===== config.mk =====
export PLATFORM = sky130hd
export DESIGN_NAME = ksa_fifo
export DESIGN_NICKNAME = d
export VERILOG_FILES = /design/src/sv/ksa_pkg.sv /design/src/sv/ksa_fifo.sv
export SDC_FILE = /design/constraint.sdc
export NUM_CORES = 1
export LEC_CHECK = 0
export BUFFER_PORTS_ARGS = -buffer_cell sky130_fd_sc_hd__clkbuf_2
export CAP_MARGIN = 15
export CORE_MARGIN = 4
export CORE_UTILIZATION = 42
export CTS_CLUSTER_DIAMETER = 50
export CTS_CLUSTER_SIZE = 25
export DETAILED_ROUTE_END_ITERATION = 12
export GPL_ROUTABILITY_DRIVEN = 0
export GPL_TIMING_DRIVEN = 0
export PLACE_DENSITY = 0.74
export SLEW_MARGIN = 10
export SYNTH_ARGS = -nofsm -noshare
export SYNTH_HDL_FRONTEND = slang
export SYNTH_SLANG_ARGS = --single-unit

===== constraint.sdc =====
create_clock -name clk -period 2.08 [get_ports clk]
set_input_delay 0.104 -clock clk [delete_from_list [all_inputs] [get_ports clk]]
set_output_delay 0.104 -clock clk [all_outputs]
set_load 0.02 [all_outputs]

===== src/sv/ksa_pkg.sv =====
// Shared types and constants for the keyed sequence allocator.
package ksa_pkg;

    localparam int unsigned OP_W  = 2;
    localparam int unsigned KIND_W = 8;
    localparam int unsigned ID_W  = 64;
    localparam int unsigned SEQ_W = 64;
    localparam int unsigned KEY_W = KIND_W + ID_W;

    localparam int unsigned TABLE_DEPTH_DEF = 64;
    localparam int unsigned QUEUE_DEPTH     = 2;

    localparam logic [SEQ_W-1:0] SEQ_ALL_ONES = {SEQ_W{1'b1}};
    localparam logic [SEQ_W-1:0] SEQ_ZERO     = '0;

    // Operation codes on the input beat; code 3 is unused.
    typedef enum logic [OP_W-1:0] {
        OP_ALLOC   = 2'd0,
        OP_KEYED   = 2'd1,
        OP_OBSERVE = 2'd2
    } op_t;

    // Work class decided by the front end.
    typedef enum logic [1:0] {
        CLS_ALLOC,
        CLS_KEYED,
        CLS_OBSERVE,
        CLS_IGNORE
    } cls_t;

    typedef struct packed {
        cls_t              cls;
        logic [KIND_W-1:0] kind;
        logic [ID_W-1:0]   id;
        logic [SEQ_W-1:0]  seen;
    } item_t;

    typedef struct packed {
        logic [SEQ_W-1:0] seq;
        logic             hit;
        logic             full;
    } result_t;

    typedef enum logic [1:0] {
        ST_IDLE,
        ST_SEARCH,
        ST_RESULT
    } state_t;

    // Handshake between a queue and the engine.
    typedef struct packed {
        logic empty;
        logic full;
    } q_status_t;

endpackage


===== src/sv/ksa_fifo.sv =====
// Small register-based queue used for the work and result queues.
module ksa_fifo #(
    parameter int unsigned WIDTH = 8,
    parameter int unsigned DEPTH = ksa_pkg::QUEUE_DEPTH
) (
    input  logic             clk,
    input  logic             rst_n,
    input  logic             push,
    input  logic [WIDTH-1:0] wdata,
    input  logic             pop,
    output ksa_pkg::q_status_t status,
    output logic [WIDTH-1:0] rdata
);

    localparam int unsigned PW = (DEPTH > 1) ? $clog2(DEPTH) : 1;
    localparam int unsigned CW = $clog2(DEPTH + 1);
    localparam logic [CW-1:0] DEPTH_C = CW'(DEPTH);
    localparam logic [PW-1:0] LAST_C  = PW'(DEPTH - 1);

    logic [WIDTH-1:0] slot_reg [DEPTH];
    logic [PW-1:0]    wr_ptr_reg, wr_ptr_next;
    logic [PW-1:0]    rd_ptr_reg, rd_ptr_next;
    logic [CW-1:0]    cnt_reg, cnt_next;
    logic             do_push, do_pop;

    assign status.empty = (cnt_reg == '0);
    assign status.full  = (cnt_reg == DEPTH_C);
    assign do_push      = push && !status.full;
    assign do_pop       = pop && !status.empty;
    assign rdata        = slot_reg[rd_ptr_reg];

    always_comb
    begin
        wr_ptr_next = wr_ptr_reg;
        rd_ptr_next = rd_ptr_reg;
        cnt_next    = cnt_reg;
        if (do_push)
        begin
            wr_ptr_next = (wr_ptr_reg == LAST_C) ? '0 : wr_ptr_reg + 1'b1;
        end
        if (do_pop)
        begin
            rd_ptr_next = (rd_ptr_reg == LAST_C) ? '0 : rd_ptr_reg + 1'b1;
        end
        if (do_push && !do_pop)
        begin
            cnt_next = cnt_reg + 1'b1;
        end
        else if (do_pop && !do_push)
        begin
            cnt_next = cnt_reg - 1'b1;
        end
    end

    always_ff @(posedge clk or negedge rst_n)
    begin
        if (!rst_n)
        begin
            wr_ptr_reg <= '0;
            rd_ptr_reg <= '0;
            cnt_reg    <= '0;
        end
        else
        begin
            wr_ptr_reg <= wr_ptr_next;
            rd_ptr_reg <= rd_ptr_next;
            cnt_reg    <= cnt_next;
        end
    end

    always_ff @(posedge clk)
    begin
        if (do_push)
        begin
            slot_reg[wr_ptr_reg] <= wdata;
        end
    end

endmodule


==> out/metrics.cfg <==
[status]
run_status=completed

[detailed_routing]
first_iter_violations=2
vias_per_cell=4.39
vias=452
drc=0
drtPass1Iterations=2
ant_nets=0
totalWireLength_um=1160
wl_per_cell_um=11.3

[yosys]
syn_area_per_cell_sq_um=17.6
synth_nets=57
seq_area_frac_synth=0.750
synth_compound_area_frac=0.00646
synth.distinct_cells=14
synth-seq-cells=20
synth.area.top_cells=edfxtp_1 (62%), dfrtp_1 (13%), mux2_1 (10%)
yosysWarnings=0
yosys.area_share.simple=0.0388
syn-cell-area_sq_um=774
synthCells=44
synth_mux_area_frac=0.116
synthXorXnorAreaFrac=0.0565
synth_top_family_by_area=multiplexers
synthAdderAreaFrac=0.0162
yosysTopAreaCellShare=0.620
synth_area_leader_cell=edfxtp_1

[die]
num_rows=15
core-area_sq_mm=0.00175
die-area_sq_mm=0.00259
dieWidth_um=50.9
initial_core_util=0.444
die_h_um=50.9
io_pins=22

[final_layout]
fin_util=0.589
drive_gt1_frac=0.346
fillers=157
multi_input_area_sq_um=181
fin_cells=103
ff_latch_area_sq_um=581
largest_reg_flops=16
nets=92
finalInstanceArea_sq_mm=0.00103
areaGrowthSynthToFinish_pct=32.6
n_antenna_cell=0

[global_routing]
grt.met1_usage=0.108
grt_util_met2=0.195
grt.busiest_layer=met2
antenna_found_initial=0
grt_overflow=0
track_usage=0.108
grt_max_degree=12
grt_pass1_wl_um=1970
first_global_vias=472
grtUsageMet3=0.0292

[power_and_ir_drop]
power.total_mw=1.30
max-vdd-ir-drop_mv=0.698
leakage_nw=0.429
power_density_mw_per_mm2=1260

[timing]
finalWorstPathRequiredPeriod_ns=1.58
relSlewSlack=0.563
finalMaxSlewViolations=0
max_freq_mhz=631
grt_setup_unrepaired=no
setup_viol=0
tightest_slew_ns=0.654
hold_viol_final=0
fin_tns_setup_ns=0
fin_skew_ns=0.000906
fin_crit_sh=0.762

[clock_network]
cts_tree=done
clockRootBuffer=clkbuf_4
clk_pin_slew_worst_paths_ns=0.10
ctsResizeCount=0
clk_latency_ns=0.29
cts_made_buffers=3
clock_sinks=20
clk_path_buf_depth=2
h-tree-depth=1

[worst_hold_path]
hp-class=input port to register

[setup_path]
start_kind=register
arrival_ns=1.52
crit_type=register to register
worstPathMaxFanout=8
endpoint_kind=register
cp_data_required_time_ns=2.01

[place]
postPlaceCellArea_sq_um=911
portBuffers=21
dp_hpwl_um=808
placedCellCount=90

[job]
drv_cap=0

## what timing repair did
action	CTS	global route
setup buffers	0	0
endpoints found under the hold margin	20	0
endpoints found under the setup margin	0	0
hold buffers	9	0
## critical path, stage by stage, from the launching register on
cell	delay (ns)
dfrtp_1	0.44
nand2b_1	0.19
nand2_2	0.09
nor2_1	0.51
## cells in the final DEF, fill, tap and decap left out, drive strengths merged
master,netlist,routed
clkinv,0,1
buf,1,1
dlygate4sd3,0,9
xor2,2,2
nand2,1,1
xnor2,3,3
dfrtp,4,4
and3,1,1
clkbuf,0,24
edfxtp,16,16
ha,1,1
nor2,3,3
mux2,8,8
nand2b,1,1
o21ai,1,1
inv,2,2
## layout make-up
type / count / area share
flip-flops and latches: 20 / 0.565
repair buffers: 30 / 0.190
multi-input cells: 21 / 0.177
well taps: 25 / 0.0305
clock buffers: 3 / 0.0219
inverters: 2 / 0.00731
plain buffers: 1 / 0.00487
clock inverters: 1 / 0.00365
## stage by stage
stage          hold WS (ns)  worst slack, ns
5_1_grt              0.0904            0.328
6_report             0.0866            0.496
4_1_cts              0.0661            0.447
3_5_place_dp        -0.0791            0.463
3_3_place_gp        -0.0831            0.467
2_1_floorplan        -0.192            0.706
## cell families after synthesis
group           Yosys count
simple gates              6
mux                       8
fa+ha+maj                 1
xor+xnor                  5
buf+inv                   3
flops                    20
compound gates            1
## metal layers
metal	share of wire	routed length (um)	vias up
met5	0	0	-
met4	0.011	13	0
met3	0.051	59	2
met1	0.39	453	214
li1	-	-	225
met2	0.55	633	11
## Yosys cell counts
cell      number
edfxtp_1      16
mux2_1         7
dfrtp_1        4
nor2_1         3
xnor2_1        3
inv_1          2
xor2_1         2
and3_1         1
buf_2          1
ha_1           1
mux2_2         1
nand2_2        1
nand2b_1       1
o21ai_1        1
## final timing paths
| path | cells past startpoint | slack (ns) | from | to |
|---|---|---|---|---|
| setup / recovery | 3 | 0.50 | cnt_reg[0] | slot_reg[0][4] |
| hold / removal | 3 | 0.09 | push | wr_ptr_reg |
| setup reg to reg | 3 | 0.50 | cnt_reg[0] | slot_reg[0][4] |
| hold reg to reg | 1 | 0.52 | wr_ptr_reg | wr_ptr_reg |
| max in group asynchronous | 2 | 1.80 | rst_n | cnt_reg[1] |
| min in group asynchronous | 2 | 0.15 | rst_n | cnt_reg[0] |
## report_power, final
group | internal (mW) | total, mW | switching, mW
logic | 0.211 | 0.514 | 0.303
clock network | 0.0697 | 0.174 | 0.104
registers | 0.560 | 0.610 | 0.0507
total | 0.840 | 1.30 | 0.458
(Power assumes the default switching activity.)
