[src/sv/ksa_pkg.sv]
// Shared types and constants for the keyed sequence allocator.
package ksa_pkg;

    localparam int unsigned OP_W  = 2;
    localparam int unsigned KIND_W = 8;
    localparam int unsigned ID_W  = 64;
    localparam int unsigned SEQ_W = 64;
    localparam int unsigned KEY_W = KIND_W + ID_W;

    localparam int unsigned TABLE_DEPTH_DEF = 64;
    localparam int unsigned QUEUE_DEPTH     = 2;

    localparam logic [SEQ_W-1:0] SEQ_ALL_ONES = {SEQ_W{1'b1}};
    localparam logic [SEQ_W-1:0] SEQ_ZERO     = '0;

    // Operation codes on the input beat; code 3 is unused.
    typedef enum logic [OP_W-1:0] {
        OP_ALLOC   = 2'd0,
        OP_KEYED   = 2'd1,
        OP_OBSERVE = 2'd2
    } op_t;

    // Work class decided by the front end.
    typedef enum logic [1:0] {
        CLS_ALLOC,
        CLS_KEYED,
        CLS_OBSERVE,
        CLS_IGNORE
    } cls_t;

    typedef struct packed {
        cls_t              cls;
        logic [KIND_W-1:0] kind;
        logic [ID_W-1:0]   id;
        logic [SEQ_W-1:0]  seen;
    } item_t;

    typedef struct packed {
        logic [SEQ_W-1:0] seq;
        logic             hit;
        logic             full;
    } result_t;

    typedef enum logic [1:0] {
        ST_IDLE,
        ST_SEARCH,
        ST_RESULT
    } state_t;

    // Handshake between a queue and the engine.
    typedef struct packed {
        logic empty;
        logic full;
    } q_status_t;

endpackage

[src/sv/ksa_fifo.sv]
// Small register-based queue used for the work and result queues.
module ksa_fifo #(
    parameter int unsigned WIDTH = 8,
    parameter int unsigned DEPTH = ksa_pkg::QUEUE_DEPTH
) (
    input  logic             clk,
    input  logic             rst_n,
    input  logic             push,
    input  logic [WIDTH-1:0] wdata,
    input  logic             pop,
    output ksa_pkg::q_status_t status,
    output logic [WIDTH-1:0] rdata
);

    localparam int unsigned PW = (DEPTH > 1) ? $clog2(DEPTH) : 1;
    localparam int unsigned CW = $clog2(DEPTH + 1);
    localparam logic [CW-1:0] DEPTH_C = CW'(DEPTH);
    localparam logic [PW-1:0] LAST_C  = PW'(DEPTH - 1);

    logic [WIDTH-1:0] slot_reg [DEPTH];
    logic [PW-1:0]    wr_ptr_reg, wr_ptr_next;
    logic [PW-1:0]    rd_ptr_reg, rd_ptr_next;
    logic [CW-1:0]    cnt_reg, cnt_next;
    logic             do_push, do_pop;

    assign status.empty = (cnt_reg == '0);
    assign status.full  = (cnt_reg == DEPTH_C);
    assign do_push      = push && !status.full;
    assign do_pop       = pop && !status.empty;
    assign rdata        = slot_reg[rd_ptr_reg];

    always_comb
    begin
        wr_ptr_next = wr_ptr_reg;
        rd_ptr_next = rd_ptr_reg;
        cnt_next    = cnt_reg;
        if (do_push)
        begin
            wr_ptr_next = (wr_ptr_reg == LAST_C) ? '0 : wr_ptr_reg + 1'b1;
        end
        if (do_pop)
        begin
            rd_ptr_next = (rd_ptr_reg == LAST_C) ? '0 : rd_ptr_reg + 1'b1;
        end
        if (do_push && !do_pop)
        begin
            cnt_next = cnt_reg + 1'b1;
        end
        else if (do_pop && !do_push)
        begin
            cnt_next = cnt_reg - 1'b1;
        end
    end

    always_ff @(posedge clk or negedge rst_n)
    begin
        if (!rst_n)
        begin
            wr_ptr_reg <= '0;
            rd_ptr_reg <= '0;
            cnt_reg    <= '0;
        end
        else
        begin
            wr_ptr_reg <= wr_ptr_next;
            rd_ptr_reg <= rd_ptr_next;
            cnt_reg    <= cnt_next;
        end
    end

    always_ff @(posedge clk)
    begin
        if (do_push)
        begin
            slot_reg[wr_ptr_reg] <= wdata;
        end
    end

endmodule

[src/sv/ksa_front.sv]
// Front end: accepts request beats, classifies them and queues them for the engine.
module ksa_front (
    input  logic                         clk,
    input  logic                         rst_n,
    input  logic                         push,
    output logic                         full,
    input  logic [ksa_pkg::OP_W-1:0]     operation,
    input  logic [ksa_pkg::KIND_W-1:0]   event_type,
    input  logic [ksa_pkg::ID_W-1:0]     object_id,
    input  logic [ksa_pkg::SEQ_W-1:0]    seen_sequence,
    input  logic                         q_pop,
    output ksa_pkg::q_status_t           q_status,
    output ksa_pkg::item_t               q_item
);

    ksa_pkg::item_t     in_item;
    ksa_pkg::q_status_t fifo_status;
    logic [$bits(ksa_pkg::item_t)-1:0] fifo_rdata;

    always_comb
    begin
        in_item.kind = event_type;
        in_item.id   = object_id;
        in_item.seen = seen_sequence;
        case (operation)
            ksa_pkg::OP_ALLOC:   in_item.cls = ksa_pkg::CLS_ALLOC;
            // a keyed request with no object does nothing
            ksa_pkg::OP_KEYED:   in_item.cls = (object_id != '0) ? ksa_pkg::CLS_KEYED
                                                                 : ksa_pkg::CLS_IGNORE;
            ksa_pkg::OP_OBSERVE: in_item.cls = ksa_pkg::CLS_OBSERVE;
            default:             in_item.cls = ksa_pkg::CLS_IGNORE;
        endcase
    end

    ksa_fifo #(
        .WIDTH ($bits(ksa_pkg::item_t)),
        .DEPTH (ksa_pkg::QUEUE_DEPTH)
    ) u_work_q (
        .clk    (clk),
        .rst_n  (rst_n),
        .push   (push),
        .wdata  (in_item),
        .pop    (q_pop),
        .status (fifo_status),
        .rdata  (fifo_rdata)
    );

    assign full     = fifo_status.full;
    assign q_status = fifo_status;
    assign q_item   = ksa_pkg::item_t'(fifo_rdata);

endmodule

[config.mk]
export PLATFORM = sky130hd
export DESIGN_NAME = ksa_front
export DESIGN_NICKNAME = d
export VERILOG_FILES = /design/src/sv/ksa_pkg.sv /design/src/sv/ksa_fifo.sv /design/src/sv/ksa_front.sv
export SDC_FILE = /design/constraint.sdc
export NUM_CORES = 1
export LEC_CHECK = 0
export BUFFER_PORTS_ARGS = -buffer_cell sky130_fd_sc_hd__buf_4
export CORE_ASPECT_RATIO = 0.6
export CORE_UTILIZATION = 56
export DETAILED_ROUTE_END_ITERATION = 6
export PLACE_DENSITY_LB_ADDON = 0.25
export RECOVER_POWER = 100
export REMOVE_ABC_BUFFERS = 1
export SLEW_MARGIN = 10
export SYNTH_ARGS = -nofsm -noshare
export SYNTH_HDL_FRONTEND = slang
export SYNTH_SLANG_ARGS = --single-unit
[constraint.sdc]
create_clock -name clk -period 18.2 [get_ports clk]
set_input_delay 1.82 -clock clk [delete_from_list [all_inputs] [get_ports clk]]
set_output_delay 1.82 -clock clk [all_outputs]
set_load 0.02 [all_outputs]
==> out/summary.txt <==
IO Pins: 283
Mux share of post-synthesis cell area: 0.151
Nets: 914
Worst Path Max Fanout: 81
Max reg flops: 276
DRT iter0 DRCs: 296
Pre-Repair DR Iteration Count: 4
Synth Area per Inst: 21.8 sq um
Via density: 5.37
CTS max path bufs: 3
Simple-gate share of the synthesized area: 0.0177
Met1 Use GR: 0.284
Pwr/cell area: 168 nW/um^2
Mapped Area: 10,300 sq um
Final WS setup: 9.50 ns
Slew Viols, Final: 427
H-tree depth: 1
Fmax: 115 MHz
Worst path slowest cell: clkbuf_1
# diodes: 0
CP max stage delay: 3.35 ns
Global Route Usage Sum: 0.221
Layout cells sized above 1: 0.145
Critical path class: register to output pin
Post-route DRC: 0
Adder-Cell Fraction of Synth Area: 0.00122
Area after DPL: 12,700 sq um
Yosys cell types: 23
Most frequent cells in the layout: edfxtp_1 (276), clkbuf_1 (236), mux2_1 (122)
Total power: 2120 uW
GP Congestion: 0.768
Worst Path Required: 16.38 ns
Relative slew margins: -2.09
Total gr overflow: 0
Compound-Gate Fraction of Synth Area: 0.00146
Status: complete, but fails checks
GR Util met2: 0.376
Dpl hpwl: 14,100 um
Yosys Warn Count: 0
Max cap viols: 8
Min-Delay Path Class: register to register
Most used routing layer in global routing: met2
Leakage power: 0.00419 uW
Cell family with most CP delay: buffers and inverters
Final setup vio count: 0
Post-CTS resize count: 0
Critical path endpoint category: output pin
Remaining antenna violation count after routing: 0
Cells after synthesis: 473
Most used cell, CP: clkbuf_1
Skew final: 0.0114 ns
Actual slew at the worst max-slew pin: 4.63 ns
Commonest non-fill, non-tap cell in the layout: edfxtp_1
Clock buffer count from CTS: 25
# hold bufs at CTS: 0
Sink Count: 280
DR vias: 5,492
Vias in the first global route: 5,623
Failing checks: max-capacitance violations, max-slew violations
Fin. Hold Viols: 0
Skew-Pair Late Insertion Delay: 0.51 ns
IO buf count: 282
Largest net degree at the start of global routing: 82
Met3 Use GR: 0.0667
Peak VDD IR: 0.0000944 V
Die area: 18,900 sq um
Crit path arrival time: 6.88 ns
FF-to-FF setup slack: 12.25 ns
Minimum clock period: 8.70 ns
Drt total wl: 21,300 um
Die Y: 107 um
Final Cycle Share: 0.478
Critical path buffers and inverters: 2
First-pass GRT wire length: 31,200 um
Area delta synth->final: 22.8%
Unrepaired setup endpoints after global routing: false
XOR/XNOR Fraction of Synth Area: 0.00425
Post-CTS Setup Bufs: 0
Hold_ws: 0.527 ns
Final setup TNS: 0 ns
Sequential share of the synthesized area: 0.815
DP Worst Slack: 13.76 ns
Startpoint Class: register
# rows: 37
Largest family of logic cells by synthesized area: multiplexers
CP cell instances: clkbuf_1 -> mux2_2 -> clkbuf_1
Final Cell Area: 12,600 sq um
#FFs+latches synth: 280
Clock root cell: clkbuf_16
Floorplan core area: 17,500 sq um
Initial antenna violation count: 0
CTS clock-pin slew for the worst setup and hold paths: 0.06 ns
Chip width: 177 um
Routed length per instance: 20.9 um
TritonCTS clock tree: yes
Initial Util: 0.587
==> through the flow <==
step	utilization	cells
3_3_place_gp	0.722	978
2_1_floorplan	-	456
3_5_place_dp	0.722	978
6_report	0.720	1022
4_1_cts	0.770	1022
5_1_grt	0.720	1022
==> worst paths after layout <==
check | from | cells after the start | end
min in group asynchronous | rst_n | 1 | u_work_q.cnt_reg[1]
max in group asynchronous | rst_n | 1 | u_work_q.rd_ptr_reg
setup reg to reg | u_work_q.rd_ptr_reg | 2 | u_work_q.rd_ptr_reg
hold reg to reg | u_work_q.cnt_reg[1] | 1 | u_work_q.cnt_reg[1]
setup / recovery | u_work_q.rd_ptr_reg | 3 | q_item[120]
hold / removal | u_work_q.cnt_reg[1] | 1 | u_work_q.cnt_reg[1]
==> routing by layer <==
layer / part of all wire / vias to the layer above / routed length [um]
met5: 0 / - / 0
met4: 0.017 / 0 / 366
met3: 0.096 / 28 / 2050
met2: 0.49 / 248 / 10500
met1: 0.39 / 2725 / 8410
li1: - / 2491 / -
==> cell type report <==
| cell class | count | area [sq um] |
|---|---|---|
| inverters | 2 | 7.51 |
| clock buffers | 31 | 648 |
| well taps | 234 | 293 |
| repair buffers | 288 | 1300 |
| flip-flops and latches | 280 | 8390 |
| fillers | 1249 | 4900 |
| clock inverters | 13 | 190 |
| multi-input cells | 174 | 1820 |
==> cell families after synthesis <==
logic type / count (synthesis)
buffers and inverters: 19
flip-flops: 280
adder cells (fa/ha/maj): 1
AO/OA/AOI/OAI: 2
AND/OR/NAND/NOR: 28
multiplexers: 138
XOR/XNOR: 5
==> synth_stat cells <==
cell type	n	area (sq um)
and3_1	1	6.26
a41o_1	1	10.0
ha_1	1	12.5
o21ai_1	1	5.00
nor3_1	1	5.00
nor4_2	3	37.5
mux2_2	19	214
mux2_1	119	1340
nor2_1	4	15.0
buf_2	14	70.1
nor4_1	12	75.1
nand2_1	1	3.75
nand2_2	1	6.26
xnor2_1	3	26.3
edfxtp_1	276	8290
buf_4	2	15.0
inv_1	2	7.51
clkbuf_1	1	3.75
dfrtp_1	4	100
nand2b_1	1	6.26
xor2_1	2	17.5
nor4b_1	1	8.76
nand4_1	3	18.8
==> power breakdown <==
part	internal (uW)	switching [uW]	leakage, uW	total, uW
clock	323	215	0.000410	538
sequential	893	59.6	0.00261	953
combinational	202	428	0.00117	630
(Power assumes the default switching activity.)
